$ cat src/rtl/rart_pkg.sv
// ----------------------------------------------------------------------------
// rart_pkg: shared constants and types for the rotary angle rate tracker
// Register map, reference scaling of the unwrap limit and reset values.
// ----------------------------------------------------------------------------
package rart_pkg;

   // Register index port width; indexes past the map are ignored
   localparam int CSR_INDEX_BITS = 8;

   typedef logic [CSR_INDEX_BITS-1:0] csr_index_type;

   localparam csr_index_type CSR_MOUNT_OFFSET = csr_index_type'(0);
   localparam csr_index_type CSR_USER_OFFSET  = csr_index_type'(1);

   // Mount offset after reset, taken modulo one turn
   localparam int MOUNT_OFFSET_RESET = 401;

   // Unwrap limit is 2000 counts for a 12-bit turn and scales with the turn
   localparam int UNWRAP_LIMIT_REF = 2000;
   localparam int REF_ANGLE_BITS   = 12;

endpackage

$ cat src/rtl/rart_wrap.sv
// ----------------------------------------------------------------------------
// rart_wrap: offset adder
// Adds the mount and user offsets to a raw angle and wraps into one turn.
// ----------------------------------------------------------------------------
module rart_wrap #(
   parameter int ANGLE_BITS = 12
) (
   input  logic                         [ANGLE_BITS-1:0] raw_angle,
   input  logic signed                  [ANGLE_BITS-1:0] mount_offset,
   input  logic signed                  [ANGLE_BITS-1:0] user_offset,
   output logic                         [ANGLE_BITS-1:0] angle
);

   logic signed [ANGLE_BITS+1:0] sum_w;

   assign sum_w = $signed({2'b00, raw_angle})
                + $signed({{2{mount_offset[ANGLE_BITS-1]}}, mount_offset})
                + $signed({{2{user_offset[ANGLE_BITS-1]}}, user_offset});

   // sum lies within one turn either side of the range, so the low bits
   // are exactly the single add or subtract of a turn
   assign angle = sum_w[ANGLE_BITS-1:0];

endmodule

$ cat src/rtl/rart_rate.sv
// ----------------------------------------------------------------------------
// rart_rate: velocity and acceleration unit
// Holds the previous angle and two velocities; unwraps and differentiates.
// ----------------------------------------------------------------------------
module rart_rate import rart_pkg::*; #(
   parameter int ANGLE_BITS = 12
) (
   input  logic                         clock,
   input  logic                         reset,
   input  logic                         advance,
   input  logic        [ANGLE_BITS-1:0] angle,
   output logic signed [ANGLE_BITS:0]   velocity,
   output logic signed [ANGLE_BITS:0]   acceleration
);

   localparam int Turn  = 1 << ANGLE_BITS;
   localparam int Limit = (UNWRAP_LIMIT_REF << ANGLE_BITS) >> REF_ANGLE_BITS;
   localparam int Bound = (Limit > Turn - Limit - 1) ? Limit : Turn - Limit - 1;
   localparam logic signed [ANGLE_BITS+1:0] LimitV = (ANGLE_BITS+2)'(Limit);
   localparam logic signed [ANGLE_BITS+1:0] TurnV  = (ANGLE_BITS+2)'(Turn);
   localparam logic signed [ANGLE_BITS+1:0] BoundV = (ANGLE_BITS+2)'(Bound);

   logic        [ANGLE_BITS-1:0] prev_angle_ff, prev_angle_in;
   logic signed [ANGLE_BITS:0]   hist0_ff, hist0_in;
   logic signed [ANGLE_BITS:0]   hist1_ff, hist1_in;

   logic signed [ANGLE_BITS+1:0] diff_w;
   logic signed [ANGLE_BITS+1:0] vel_w;
   logic signed [ANGLE_BITS+1:0] dacc_w;
   logic signed [ANGLE_BITS+1:0] rnd_w;
   logic signed [ANGLE_BITS+1:0] half_w;

   always_comb begin
      diff_w = $signed({2'b00, angle}) - $signed({2'b00, prev_angle_ff});
      if (diff_w > LimitV) begin
         vel_w = diff_w - TurnV;
      end else if (diff_w < -LimitV) begin
         vel_w = diff_w + TurnV;
      end else begin
         vel_w = diff_w;
      end
      dacc_w = vel_w - $signed({hist1_ff[ANGLE_BITS], hist1_ff});
      // bias negatives by one so the shift truncates toward zero
      rnd_w  = dacc_w + $signed({{(ANGLE_BITS+1){1'b0}}, dacc_w[ANGLE_BITS+1]});
      half_w = rnd_w >>> 1;
   end

   assign velocity     = vel_w[ANGLE_BITS:0];
   assign acceleration = half_w[ANGLE_BITS:0];

   always_comb begin
      prev_angle_in = prev_angle_ff;
      hist0_in      = hist0_ff;
      hist1_in      = hist1_ff;
      if (advance) begin
         prev_angle_in = angle;
         hist0_in      = vel_w[ANGLE_BITS:0];
         hist1_in      = hist0_ff;
      end
   end

   always_ff @(posedge clock) begin
      if (reset) begin
         prev_angle_ff <= '0;
         hist0_ff      <= '0;
         hist1_ff      <= '0;
      end else begin
         prev_angle_ff <= prev_angle_in;
         hist0_ff      <= hist0_in;
         hist1_ff      <= hist1_in;
      end
   end

   a_vel_bound: assert property (@(posedge clock) disable iff (reset)
      advance |-> (vel_w <= BoundV) && (vel_w >= -BoundV))
      else $error("unwrapped velocity out of range");

   a_hist_shift: assert property (@(posedge clock) disable iff (reset)
      advance |=> (hist1_ff == $past(hist0_ff)) && (prev_angle_ff == $past(angle)))
      else $error("state did not shift on advance");

endmodule

$ cat src/rtl/rotary_angle_rate_tracker.sv
// ----------------------------------------------------------------------------
// rotary_angle_rate_tracker: angle, velocity and acceleration from samples
// Offset-corrects raw angle words and derives unwrapped rate values.
//
//   channel | dir | handshake          | word
//   req_    | in  | req_valid/stall    | raw_angle
//   rsp_    | out | rsp_valid/stall    | angle, velocity, acceleration
//   csr_    | in  | csr_valid/ready    | index, data (mount, user offset)
//
// From request to response: offset adder into the sample register, then
// the rate unit into the response register.
// One word per cycle sustained; the pipeline holds while a response word is
// valid and rsp_stall is high.
// Synchronous reset clears offsets (mount 401), history and valid flags.
// csr_ready is always high; write offsets only while the block is empty.
// ----------------------------------------------------------------------------
module rotary_angle_rate_tracker import rart_pkg::*; #(
   parameter int ANGLE_BITS = 12
) (
   input  logic                       clock,
   input  logic                       reset,
   input  logic                       req_valid,
   output logic                       req_stall,
   input  logic      [ANGLE_BITS-1:0] req_raw_angle,
   output logic                       rsp_valid,
   input  logic                       rsp_stall,
   output logic      [ANGLE_BITS-1:0] rsp_angle,
   output logic signed [ANGLE_BITS:0] rsp_velocity,
   output logic signed [ANGLE_BITS:0] rsp_acceleration,
   input  logic                       csr_valid,
   output logic                       csr_ready,
   input  csr_index_type              csr_index,
   input  logic      [ANGLE_BITS-1:0] csr_data
);

   localparam logic [ANGLE_BITS-1:0] MountReset = ANGLE_BITS'(MOUNT_OFFSET_RESET);

   logic signed [ANGLE_BITS-1:0] mount_ff, mount_in;
   logic signed [ANGLE_BITS-1:0] user_ff, user_in;

   logic                  s1_valid_ff, s1_valid_in;
   logic [ANGLE_BITS-1:0] s1_angle_ff, s1_angle_in;

   logic                       rsp_valid_ff, rsp_valid_in;
   logic      [ANGLE_BITS-1:0] rsp_angle_ff, rsp_angle_in;
   logic signed [ANGLE_BITS:0] rsp_vel_ff, rsp_vel_in;
   logic signed [ANGLE_BITS:0] rsp_acc_ff, rsp_acc_in;

   logic                       out_free;
   logic                       advance;
   logic                       req_take;
   logic      [ANGLE_BITS-1:0] wrap_angle;
   logic signed [ANGLE_BITS:0] vel_w;
   logic signed [ANGLE_BITS:0] acc_w;

   // ---- configuration ----
   assign csr_ready = 1'b1;

   always_comb begin
      mount_in = mount_ff;
      user_in  = user_ff;
      if (csr_valid) begin
         case (csr_index)
            CSR_MOUNT_OFFSET: mount_in = $signed(csr_data);
            CSR_USER_OFFSET:  user_in  = $signed(csr_data);
            default: ;
         endcase
      end
   end

   always_ff @(posedge clock) begin
      if (reset) begin
         mount_ff <= $signed(MountReset);
         user_ff  <= '0;
      end else begin
         mount_ff <= mount_in;
         user_ff  <= user_in;
      end
   end

   // ---- handshake ----
   assign out_free  = !rsp_valid_ff || !rsp_stall;
   assign advance   = s1_valid_ff && out_free;
   assign req_stall = s1_valid_ff && !out_free;
   assign req_take  = req_valid && !req_stall;

   rart_wrap #(
      .ANGLE_BITS(ANGLE_BITS)
   ) u_wrap (
      .raw_angle    (req_raw_angle),
      .mount_offset (mount_ff),
      .user_offset  (user_ff),
      .angle        (wrap_angle)
   );

   rart_rate #(
      .ANGLE_BITS(ANGLE_BITS)
   ) u_rate (
      .clock        (clock),
      .reset        (reset),
      .advance      (advance),
      .angle        (s1_angle_ff),
      .velocity     (vel_w),
      .acceleration (acc_w)
   );

   always_comb begin
      s1_valid_in = s1_valid_ff;
      s1_angle_in = s1_angle_ff;
      if (req_take) begin
         s1_valid_in = 1'b1;
         s1_angle_in = wrap_angle;
      end else if (advance) begin
         s1_valid_in = 1'b0;
      end
   end

   always_comb begin
      rsp_valid_in = rsp_valid_ff;
      rsp_angle_in = rsp_angle_ff;
      rsp_vel_in   = rsp_vel_ff;
      rsp_acc_in   = rsp_acc_ff;
      if (advance) begin
         rsp_valid_in = 1'b1;
         rsp_angle_in = s1_angle_ff;
         rsp_vel_in   = vel_w;
         rsp_acc_in   = acc_w;
      end else if (!rsp_stall) begin
         rsp_valid_in = 1'b0;
      end
   end

   always_ff @(posedge clock) begin
      if (reset) begin
         s1_valid_ff  <= 1'b0;
         rsp_valid_ff <= 1'b0;
      end else begin
         s1_valid_ff  <= s1_valid_in;
         rsp_valid_ff <= rsp_valid_in;
      end
   end

   always_ff @(posedge clock) begin
      s1_angle_ff  <= s1_angle_in;
      rsp_angle_ff <= rsp_angle_in;
      rsp_vel_ff   <= rsp_vel_in;
      rsp_acc_ff   <= rsp_acc_in;
   end

   assign rsp_valid        = rsp_valid_ff;
   assign rsp_angle        = rsp_angle_ff;
   assign rsp_velocity     = rsp_vel_ff;
   assign rsp_acceleration = rsp_acc_ff;

   a_reset_empty: assert property (@(posedge clock)
      reset |=> !rsp_valid_ff && !s1_valid_ff)
      else $error("pipeline not empty after reset");

   a_s1_hold: assert property (@(posedge clock) disable iff (reset)
      s1_valid_ff && !out_free |=> s1_valid_ff && $stable(s1_angle_ff))
      else $error("sample register lost a word while blocked");

endmodule
$ cat config.mk
export PLATFORM = sky130hd
export DESIGN_NAME = rotary_angle_rate_tracker
export DESIGN_NICKNAME = d
export VERILOG_FILES = /design/src/rtl/rart_pkg.sv /design/src/rtl/rart_wrap.sv /design/src/rtl/rart_rate.sv /design/src/rtl/rotary_angle_rate_tracker.sv
export SDC_FILE = /design/constraint.sdc
export NUM_CORES = 1
export LEC_CHECK = 0
export BUFFER_PORTS_ARGS = -buffer_cell sky130_fd_sc_hd__clkbuf_2
export CORE_ASPECT_RATIO = 1.1
export CORE_MARGIN = 5
export CORE_UTILIZATION = 30
export DETAILED_ROUTE_END_ITERATION = 8
export GPL_TIMING_DRIVEN = 0
export PLACE_DENSITY = 0.55
export REMOVE_ABC_BUFFERS = 1
export SETUP_SLACK_MARGIN = 0.3
export SYNTH_ARGS = -nofsm -noshare
export SYNTH_HDL_FRONTEND = slang
export SYNTH_HIERARCHICAL = 1
export SYNTH_SLANG_ARGS = --single-unit
$ cat constraint.sdc
create_clock -name clock -period 4.84 [get_ports clock]
set_input_delay 0.726 -clock clock [delete_from_list [all_inputs] [get_ports clock]]
set_output_delay 0.726 -clock clock [all_outputs]
set_load 0.02 [all_outputs]
### Word-level counts from Yosys, hierarchy flattened

Cells that the tools add are included.

| storage, ports and cells | value |
|---|---|
| memories | 0 |
| output and inout port bits | 41 |
| register bits | 114 |
| bits in latches | 0 |
| bits in writable memories | 0 |
| bits in read-only memories | 0 |

| cells by class | value |
|---|---|
| eq/ne operators | 2 |
| shift operators | 0 |
| $add $sub $neg | 7 |
| bitwise logic cells | 0 |
| reductions and logical operators | 12 |
| magnitude comparators | 2 |
| divide/modulo/power cells | 0 |
| multipliers | 0 |
| multiplexer cells | 6 |

Operators by type and width:

| kind | number |
|---|---|
| $mux 14 | 2 |
| $add 12x12->12 | 2 |
| $add 14x14->14 const B | 1 |
| $add 14x2->14 | 1 |
| $gt 14x12->1 const B | 1 |
| $lt 14x12->1 const B | 1 |
| $sub 14x13->14 | 1 |
| $sub 14x14->14 const B | 1 |
| $sub 12x12->13 | 1 |
| $eq 8x1->1 const B | 1 |
| $logic_not 8->1 | 1 |
| $logic_not 1->1 | 4 |
| $mux 1 | 4 |
| $reduce_and 2->1 | 2 |
| $logic_and 1x1->1 | 3 |
| $ne 2x1->1 const B | 1 |
| $reduce_bool 2->1 | 1 |
| $logic_or 1x1->1 | 1 |

### Logic depth before layout (Yosys ltp)

Gate-level depths: netlist (run 1).

| logic depth | value |
|---|---|
| depth after elaboration | 7 |
| mapped depth | 23 |
| depth with buffers taken out | 23 |

### Hierarchy

The synthesis (run 1) kept the hierarchy.

Modules (own cells, without submodules):

| module | instances | cells each | sequential area each (µm²) | area each (µm²) |
|---|---|---|---|---|
| rart_rate | 1 | 353 | 760.7 | 2,951.6 |
| rotary_angle_rate_tracker | 1 | 165 | 2,021.9 | 2,661.3 |
| rart_wrap | 1 | 80 | 0.0 | 709.4 |

### Worst setup path after synthesis (run 1)

Ideal clock, no wire load.

| timing | value |
|---|---|
| path kind | register to register |
| from | reg s1_angle_ff[0] |
| to | reg rsp_acc_ff[9], in the netlist rsp_acceleration[9], data pin |
| path buffers | 0 |
| required time | 4,579 ps |
| clock period less this slack | 4,871 ps |
| cell stages (with the launch flop) | 24 |
| setup time | 261 ps |
| arrival time | 4,610 ps |
| setup slack | -31 ps |
| cell sequence | edfxtp_1 -> inv_1 -> ha_1 -> inv_1 -> fa_1 -> a21o_1 -> a221oi_1 -> xor2_1 -> inv_1 -> ha_1 -> o21ai_0 -> nand2b_1 -> o21a_1 -> o31ai_1 -> maj3_2 -> maj3_2 -> maj3_2 -> a21oi_2 -> xnor2_2 -> nor2_1 -> ha_1 -> and3_1 -> nand4_1 -> xnor2_1 |

| on the way | value |
|---|---|
| cells in the longest elaborated chain, start to end | 6 |
| elaborated cells between the ends (all ways) | 9 |
| those cells by class | add/sub (5); order compare (2); mux (2) |

Ends and longest elaborated chain:

| item | line | source |
|---|---|---|
| start: declaration | rotary_angle_rate_tracker.sv:42 | `logic [ANGLE_BITS-1:0] s1_angle_ff, s1_angle_in;` |
| start signal: assignment | rotary_angle_rate_tracker.sv:144 | `s1_angle_ff <= s1_angle_in;` |
| $sub 12x12->13 (*) | rart_rate.sv:34 | `diff_w = $signed({2'b00, angle}) - $signed({2'b00, prev_angle_ff});` |
| $add 14x14->14 or $lt 14x12->1 (tied branches) | rart_rate.sv:38, rart_rate.sv:37 |  |
| $mux 14 | rart_rate.sv:37 | `end else if (diff_w < -LimitV) begin` |
| $mux 14 (*) | rart_rate.sv:35 | `if (diff_w > LimitV) begin` |
| via vel_w[6] | rotary_angle_rate_tracker.sv:53 | `logic signed [ANGLE_BITS:0] vel_w;` |
| $sub 14x13->14 (*) | rart_rate.sv:42 | `dacc_w = vel_w - $signed({hist1_ff[ANGLE_BITS], hist1_ff});` |
| $add 14x2->14 (*) | rart_rate.sv:44 | `rnd_w = dacc_w + $signed({{(ANGLE_BITS+1){1'b0}}, dacc_w[ANGLE_BITS+1]});` |
| via acc_w[9] | rotary_angle_rate_tracker.sv:54 | `logic signed [ANGLE_BITS:0] acc_w;` |
| end signal: assignment | rotary_angle_rate_tracker.sv:147 | `rsp_acc_ff <= rsp_acc_in;` |
| end: declaration | rotary_angle_rate_tracker.sv:47 | `logic signed [ANGLE_BITS:0] rsp_acc_ff, rsp_acc_in;` |

Mark *: on every way through the listed nets, which the timed path passes. The rest lies on a longest branch.
A chain may end at the register's enable or synchronous reset.

### Final worst setup path (run 1)

| timing | value |
|---|---|
| from | reg s1_angle_ff[4] |
| to | reg rsp_acc_ff[9], in the netlist rsp_acceleration[9], data pin |

Same word-level chain as after synthesis.

==> results of run 1 <==
==> cell families (layout without fill, tap and decap cells) <==
logic type               after synthesis  after routing
AO/OA/AOI/OAI                         87             87
XOR/XNOR                              45             45
buffers and inverters                 66            171
AND/OR/NAND/NOR                      175            175
multiplexers                          57             57
adder cells (fa/ha/maj)               53             53
other                                  1              1
flip-flops                           114            114
==> cells in the mapped netlist, drive strengths merged, types with 2 or more instances <==
master / number / area (sq um)
a21oi: 28 / 151
or2: 4 / 25.0
nor2b: 6 / 37.5
buf: 7 / 47.6
fa: 14 / 280
nor3: 9 / 77.6
nand2: 13 / 48.8
o2111a: 3 / 33.8
o21bai: 2 / 15.0
inv: 44 / 165
o21a: 6 / 45.0
xnor2: 29 / 262
edfxtp: 50 / 1500
nor2: 71 / 267
o211ai: 2 / 15.0
or4: 3 / 26.3
a211oi: 5 / 37.5
nand3: 12 / 65.1
ha: 34 / 425
xor2: 16 / 140
dfxtp: 64 / 1280
o2111ai: 3 / 32.5
o21ai: 14 / 70.1
a22o: 3 / 26.3
nand4: 7 / 43.8
mux2i: 56 / 561
o31ai: 6 / 45.0
a21o: 5 / 37.5
or3: 4 / 25.0
and3: 8 / 50.1
and2: 3 / 18.8
clkbuf: 14 / 52.6
maj3: 5 / 53.8
nand2b: 31 / 194
==> critical path, delay by kind of cell, from the launching register on <==
family,cells,cell delay (ns)
fa+ha+maj,6,1.62
simple gates,6,1.16
flops,1,0.44
xor+xnor,2,0.27
compound gates,6,1.05
==> metal layers <==
metal	global-route usage	share of wire	vias to the layer above
met4	0.0340	0.013	0
met1	0.131	0.46	1971
met3	0.0405	0.056	10
met5	0	0	-
met2	0.181	0.47	79
li1	-	-	2273
==> power breakdown <==
group	switching, W	internal (W)	leakage [nW]
sequential	0.0000287	0.00112	0.992
clock	0.000400	0.000731	0.267
combinational	0.000581	0.000459	1.89
==> through the flow <==
stage                     hold WS [ns]  worst slack [ns]  std cells  setup TNS, ns  utilization
after floorplan                  0.442             -3.32        576        -249.16            -
after global placement           0.460             -6.08        908        -456.40        0.335
after detailed placement         0.471            -0.699        911          -5.52        0.339
after CTS                        0.478           -0.0180        952        -0.0180        0.376
after global routing             0.505            -0.165        959         -0.593        0.382
final                            0.475            0.0464        959              0        0.382
==> layout by cell type (no fill, tap or decap), types with 6 or more instances in the layout <==
cell	n
inv_1	41
fa_1	13
nor2b_1	6
and3_1	7
clkbuf_16	17
xnor2_1	26
ha_1	27
nand4_1	7
xor2_1	14
edfxtp_1	50
a21oi_1	24
nand3_1	9
clkbuf_2	75
nor2_1	68
dfxtp_1	64
o21ai_0	12
mux2i_1	56
buf_4	15
o21a_1	6
nand2b_1	31
nand2_1	12
==> state kept, by name, indices dropped and copies added (netlist names) <==
register and flops:
rsp_acceleration 13, rsp_velocity 13, u_rate/hist1_ff 13, mount_ff 12, rsp_valid 1, user_ff 12
s1_angle_ff 12, u_rate/hist0_ff 13, u_rate/prev_angle_ff 12, rsp_angle 12, s1_valid_ff 1
==> repair_timing <==
action / CTS / global route
gates resized for setup: 28 / 11
buffers inserted: 10 / 7
pin swaps: 15 / 14
setup endpoints to repair: 13 / 13
==> worst max path at each step <==
stage	end	slack, ns	depth (start not counted)
finish	rsp_acceleration[9]	0.05	20
CTS	rsp_acceleration[9]	-0.02	23
floorplan	u_rate/hist0_ff[11]	-3.32	3
global route	rsp_acceleration[9]	-0.17	23
detailed placement	rsp_acceleration[9]	-0.70	21
global placement	u_rate/hist1_ff[12]	-6.08	4
==> area by class of cell <==
class                   instances  share of cell area
multi-input cells             418               0.442
flip-flops and latches        114               0.353
repair buffers                 96              0.0743
clock buffers                  23              0.0607
well taps                     256              0.0407
inverters                      44              0.0210
clock inverters                 8             0.00763
==> results.md, run 1 <==
* Starting density of the core at 0.306
* Fraction of layout cells with a size suffix above 1 at 0.242
* Hold_sp: user_ff[0]
* Pwr Density at roughly 420 nW/um^2
* H-Tree Depth at 4
* Final Cycle Share at 0.990
* Register area at about 2800 sq um
* Fin crit period at between 4 and 5 ns
* Mean post-synth cell area at about 11 sq um
* WHS Endpoint: user_ff[0]
* Filler Cell Count at about 2,000
* Hold Path Cell Cnt at 2
* Final Power at 0.00332 W
* Placer Congestion at between 0.7 and 0.8
* WL per Instance at 13.0 microns
* Final Max Tran Viols at 0
* Leakage at between 3 and 4 nW
* Drt via density at 4.52
* Die width at 148 microns
* Post-Synth Simple-Gate Area at 0.147
* R2r setup slk at roughly 0.046 ns
* Core Area at ~21,000 sq um
* Clk_skew at about 0.0063 ns
* Worst min-delay path class: register to register
* Global-route usage over all layers at 0.109
* Synth cell types at 65
* Clk buf depth at 2
* R2r worst-path depth at 20
* Grt total ovfl at 0
* Worst Setup SP: s1_angle_ff[4]
* Xor and xnor area share after synthesis at 0.0635
* Largest net degree at the start of global routing at 77
* Status: completed
* Slowest stage delay, CP at 0.54 ns
* Top cell by count, worst path: maj3_2
* Clock slew at reported path FFs at approximately 0.050 ns
* Vias in the first global route at approximately 4,400
* Crit path required time at 4.99 ns
* Critical Path AT at between 4 and 5 ns
* Largest family of logic cells by synthesized area: simple AND/OR/NAND/NOR gates
* EDFF count, synth at 50
* Initial antenna violation count at 0
* Final setup vio count at 0
* Multiplexer share of the synthesized area at 0.0904
* Compound-cell area share of the yosys netlist at 0.0950
* Drt pass-1 iters at 4
* Startpoint types: register
* Critical-path maximum fanout at 6
* Worst R2R Start: s1_angle_ff[4]
* Synthesized cell area at approximately 6300 sq um
* Worst Tran Pin Value at approximately 1.0 ns
* Hold Buf Count CTS at 0
* NumNets Final at 776
* Crit-path cells: ha_4, a21o_1, a31o_2, or4_4, nand3_4, ha_4, o21ai_2, nand2b_1, o21a_1, o31ai_4, maj3_2, maj3_2, maj3_2, a21oi_4, xnor2_4, nor2_2, ha_2, and3_4, nand4_1, xnor2_1
* Fmax at 0.209 GHz
* Clock Latency Late Sink at 0.41 ns
* Slew margin rel. at 0.335
* Synth Register Bits at about 110
* Routed Antenna Nets at 0
* CTS root buf: clkbuf_16
* Post-Route WL at approximately 12,000 microns
* Worst Setup Path Type: register to register
* HPWL Detailed at between 9000 and 10,000 microns
* CTS tree: yes
* Crit. End Element: register
* VDD IR max at 0.000264 V
* Residual DRC at 0
* Initial DRC count at 133
* Synth warnings at 6
* CTS buffer count at 17
* Clock Sinks at approximately 110
* Mapped Cells at 598
* ANT cells at 0
* Hold Vio Cnt, Final at 0
* Standard-cell row count at 55
* First-pass GRT wire length at between 20,000 and 25,000 microns
* Die height at 162 microns
* Top FF cell, synth: dfxtp_1
* Boundary Pins at between 70 and 80
* Reg2reg end: rsp_acceleration[9]
* Layout area overhead at 24.6%
* Final Instance Area at between 7000 and 8000 sq um
* Max_cap viols at 0
* Unrepaired setup endpoints after global routing: yes
* Share of the yosys chip area belonging to registers at 0.440
* Via count at between 4,000 and 5,000
* Async SR Flop Fraction at 0
* I/O Buffers at 76
* Die area at between 20,000 and 25,000 sq um
* CP max-delay cell: or4_4
* Placed cell area at 6990 sq um
* Adder-Cell Fraction of Synth Area at 0.120
* Area of the multi-input gates at about 3500 sq um
Note: power is estimated with default switching activity, not from simulation.
==> run 2, diff against run 1 <==
--- a/config.mk
+++ b/config.mk
@@ -8,10 +8,10 @@
 export BUFFER_PORTS_ARGS = -buffer_cell sky130_fd_sc_hd__clkbuf_2
 export CORE_ASPECT_RATIO = 1.1
 export CORE_MARGIN = 5
-export CORE_UTILIZATION = 30
+export CORE_UTILIZATION = 50
 export DETAILED_ROUTE_END_ITERATION = 8
 export GPL_TIMING_DRIVEN = 0
-export PLACE_DENSITY = 0.55
+export PLACE_DENSITY = 0.8
 export REMOVE_ABC_BUFFERS = 1
 export SETUP_SLACK_MARGIN = 0.3
 export SYNTH_ARGS = -nofsm -noshare
==> constraint.sdc (replaced) <==
create_clock -name clock -period 4.84 [get_ports clock]
set_input_delay 0.484 -clock clock [delete_from_list [all_inputs] [get_ports clock]]
set_output_delay 0.484 -clock clock [all_outputs]
set_load 0.02 [all_outputs]
==> run 2 against run 1 <==
Effect of this change: global-route usage increased by 6.9 points; largest cell class unchanged; register-to-register slack got worse by 0.25 ns; sequential power about the same; non-clock buffer count increased by 5; combinational power increased by 5%; hold slack got worse by 0.18 ns; total power increased by 1.4%; cell count decreased by 9.7%; clock-buffer cell count decreased by 4; sequential cell count unchanged; die area decreased by 38%; clock skew increased by 0.0027 ns; the run now ends with setup timing left.
==> results.md, run 2 (synthesized netlist as in run 1, its figures left out) <==
* Global-route usage over all layers at 0.178
* Leakage at about 3.2 nW
* Slew margin rel. at 0.313
* I/O Buffers at 76
* WL per Instance at ~15 microns
* Worst min-delay path class: primary input to register
* VDD IR max at about 0.00025 V
* Final Instance Area at roughly 7800 sq um
* NumNets Final at 781
* Grt total ovfl at 0
* Die height at ~130 microns
* Top cell by count, worst path: maj3_2
* Worst Setup Path Type: register to register
* Fmax at between 0.15 and 0.2 GHz
* Most frequent cells in the layout: 75 x clkbuf_2, 68 x nor2_1, 64 x dfxtp_1
* Clock Sinks at about 110
* Fin crit period at 5.05 ns
* Starting density of the core at 0.507
* Placed cell area at 6860 sq um
* CTS buffer count at 17
* Clk buf depth at 2
* Final Max Tran Viols at 0
* CTS root buf: clkbuf_16
* Startpoint types: register
* Commonest non-fill, non-tap cell in the layout: clkbuf_2
* Die width at between 100 and 150 microns
* Core Area at between 10,000 and 15,000 sq um
* Critical-path maximum fanout at 6
* Worst Setup SP: s1_angle_ff[1]
* R2r worst-path depth at 19
* CP top delay family: adder cells
* Post-Route WL at about 13,000 microns
* Reg2reg end: rsp_acceleration[9]
* Via count at between 4,000 and 5,000
* Critical Path AT at approximately 5.2 ns
* Vias in the first global route at between 4,000 and 5,000
* Post-placement cell count at around 810
* Residual DRC at 0
* Standard-cell row count at 43
* First-pass GRT wire length at between 20,000 and 25,000 microns
* Final Power at ~0.0034 W
* Status: finished, violations left
* Routed Antenna Nets at 0
* Drt pass-1 iters at 4
* ANT cells at 0
* CP max-delay cell: or4_1
* Setup crit end: rsp_acceleration[9]
* CTS tree: yes
* Layout area overhead at 22.8%
* Slowest stage delay, CP at 0.51 ns
* WP buf/inv at 0
* Failing checks: setup timing
* HPWL Detailed at 9060 microns
* Post-route insts no fill at 866
* Post-place setup slack at -0.722 ns
* Min Hold Slack at 0.298 ns
* Initial DRC count at 177
* Largest net degree at the start of global routing at 77
* Hold Buf Count CTS at 0
* Hold Vio Cnt, Final at 0
* Placer Congestion at between 0.8 and 0.9
* Crit-path cells: ha_1, nor2b_1, o2111a_1, or4_1, nand3_2, ha_1, or3_1, o21a_1, o31ai_4, maj3_2, maj3_2, maj3_2, a21oi_4, xnor2_4, nor2_4, ha_2, and3_4, nand4_1, xnor2_1
* Critical path depth at 19
* Clock slew at reported path FFs at around 0.050 ns
* Final Cycle Share at 1.04
* Crit path required time at around 5.0 ns
* Crit. End Element: register
* Clk_skew at 0.00897 ns
* Initial antenna violation count at 0
* H-Tree Depth at 4
* R2r setup slk at -0.21 ns
* Max_cap viols at 0
* Die area at approximately 15,000 sq um
* Worst Tran Pin Value at between 1 and 1.5 ns
* Unrepaired setup endpoints after global routing: yes
* Final setup vio count at 7
* Worst setup margin at -0.208 ns
* Worst R2R Start: s1_angle_ff[1]
* Drt via density at approximately 5.4
* Fraction of layout cells with a size suffix above 1 at 0.250
* Boundary Pins at a little under 80
* Clock Latency Late Sink at approximately 0.41 ns
* Pwr Density at between 400 and 500 nW/um^2
-- run 2: changes by cell type in the layout (fill, tap and decap cells not counted), sizes merged --
cell      change
buf           +6
clkbuf        -5
clkinv        +3
clkinvlp      +2
-- run 2: report_power, final --
part | total (W) | internal [W] | leakage [nW] | switching [W]
clock | 0.00112 | 0.000718 | 0.273 | 0.000407
combinational | 0.00109 | 0.000473 | 1.92 | 0.000619
sequential | 0.00115 | 0.00112 | 0.992 | 0.0000304
-- run 2: layer usage --
layer	routed length, microns	GRT usage
met3	754	0.0510
met2	6990	0.330
met4	327	0.0749
met5	0	0
met1	4920	0.183
-- run 2: worst min-delay path by stage --
| stage | start | to | slack, ns | cells past startpoint |
|---|---|---|---|---|
| final | req_valid | s1_valid_ff | 0.30 | 3 |
| after global routing | req_valid | s1_valid_ff | 0.31 | 3 |
| after CTS | req_valid | s1_valid_ff | 0.29 | 3 |
| after detailed placement | s1_angle_ff[7] | rsp_angle[7] | 0.47 | 0 |
| after global placement | s1_valid_ff | rsp_valid | 0.46 | 2 |
| after floorplan | user_ff[0] | user_ff[0] | 0.44 | 2 |
-- run 2: cell type report --
| class | count | area [sq um] |
|---|---|---|
| Clock inverter | 13 | 92.6 |
| Sequential cell | 114 | 2780 |
| Fill cell | 977 | 4720 |
| Tap cell | 157 | 196 |
| Inverter | 44 | 165 |
| Clock buffer | 19 | 453 |
| Timing Repair Buffer | 101 | 626 |
| Multi-Input combinational cell | 418 | 3450 |
-- run 2: stage by stage --
stage,utilization,setup TNS [ns]
after floorplan,-,-230.77
after global placement,0.544,-374.41
after detailed placement,0.550,-5.31
after CTS,0.609,-0.281
after global routing,0.622,-2.77
final,0.622,-0.882
-- run 2: repair_timing --
item,in CTS,in global routing
gates resized for setup,19,16
endpoints found under the setup margin,13,13
setup buffers,13,8
pin swaps,15,12
-- run 2: tightest hold or removal path, cell delays in order --
cell	delay [ns]
clkbuf_2	0.08
nor2_1	0.04
nor2_1	0.06
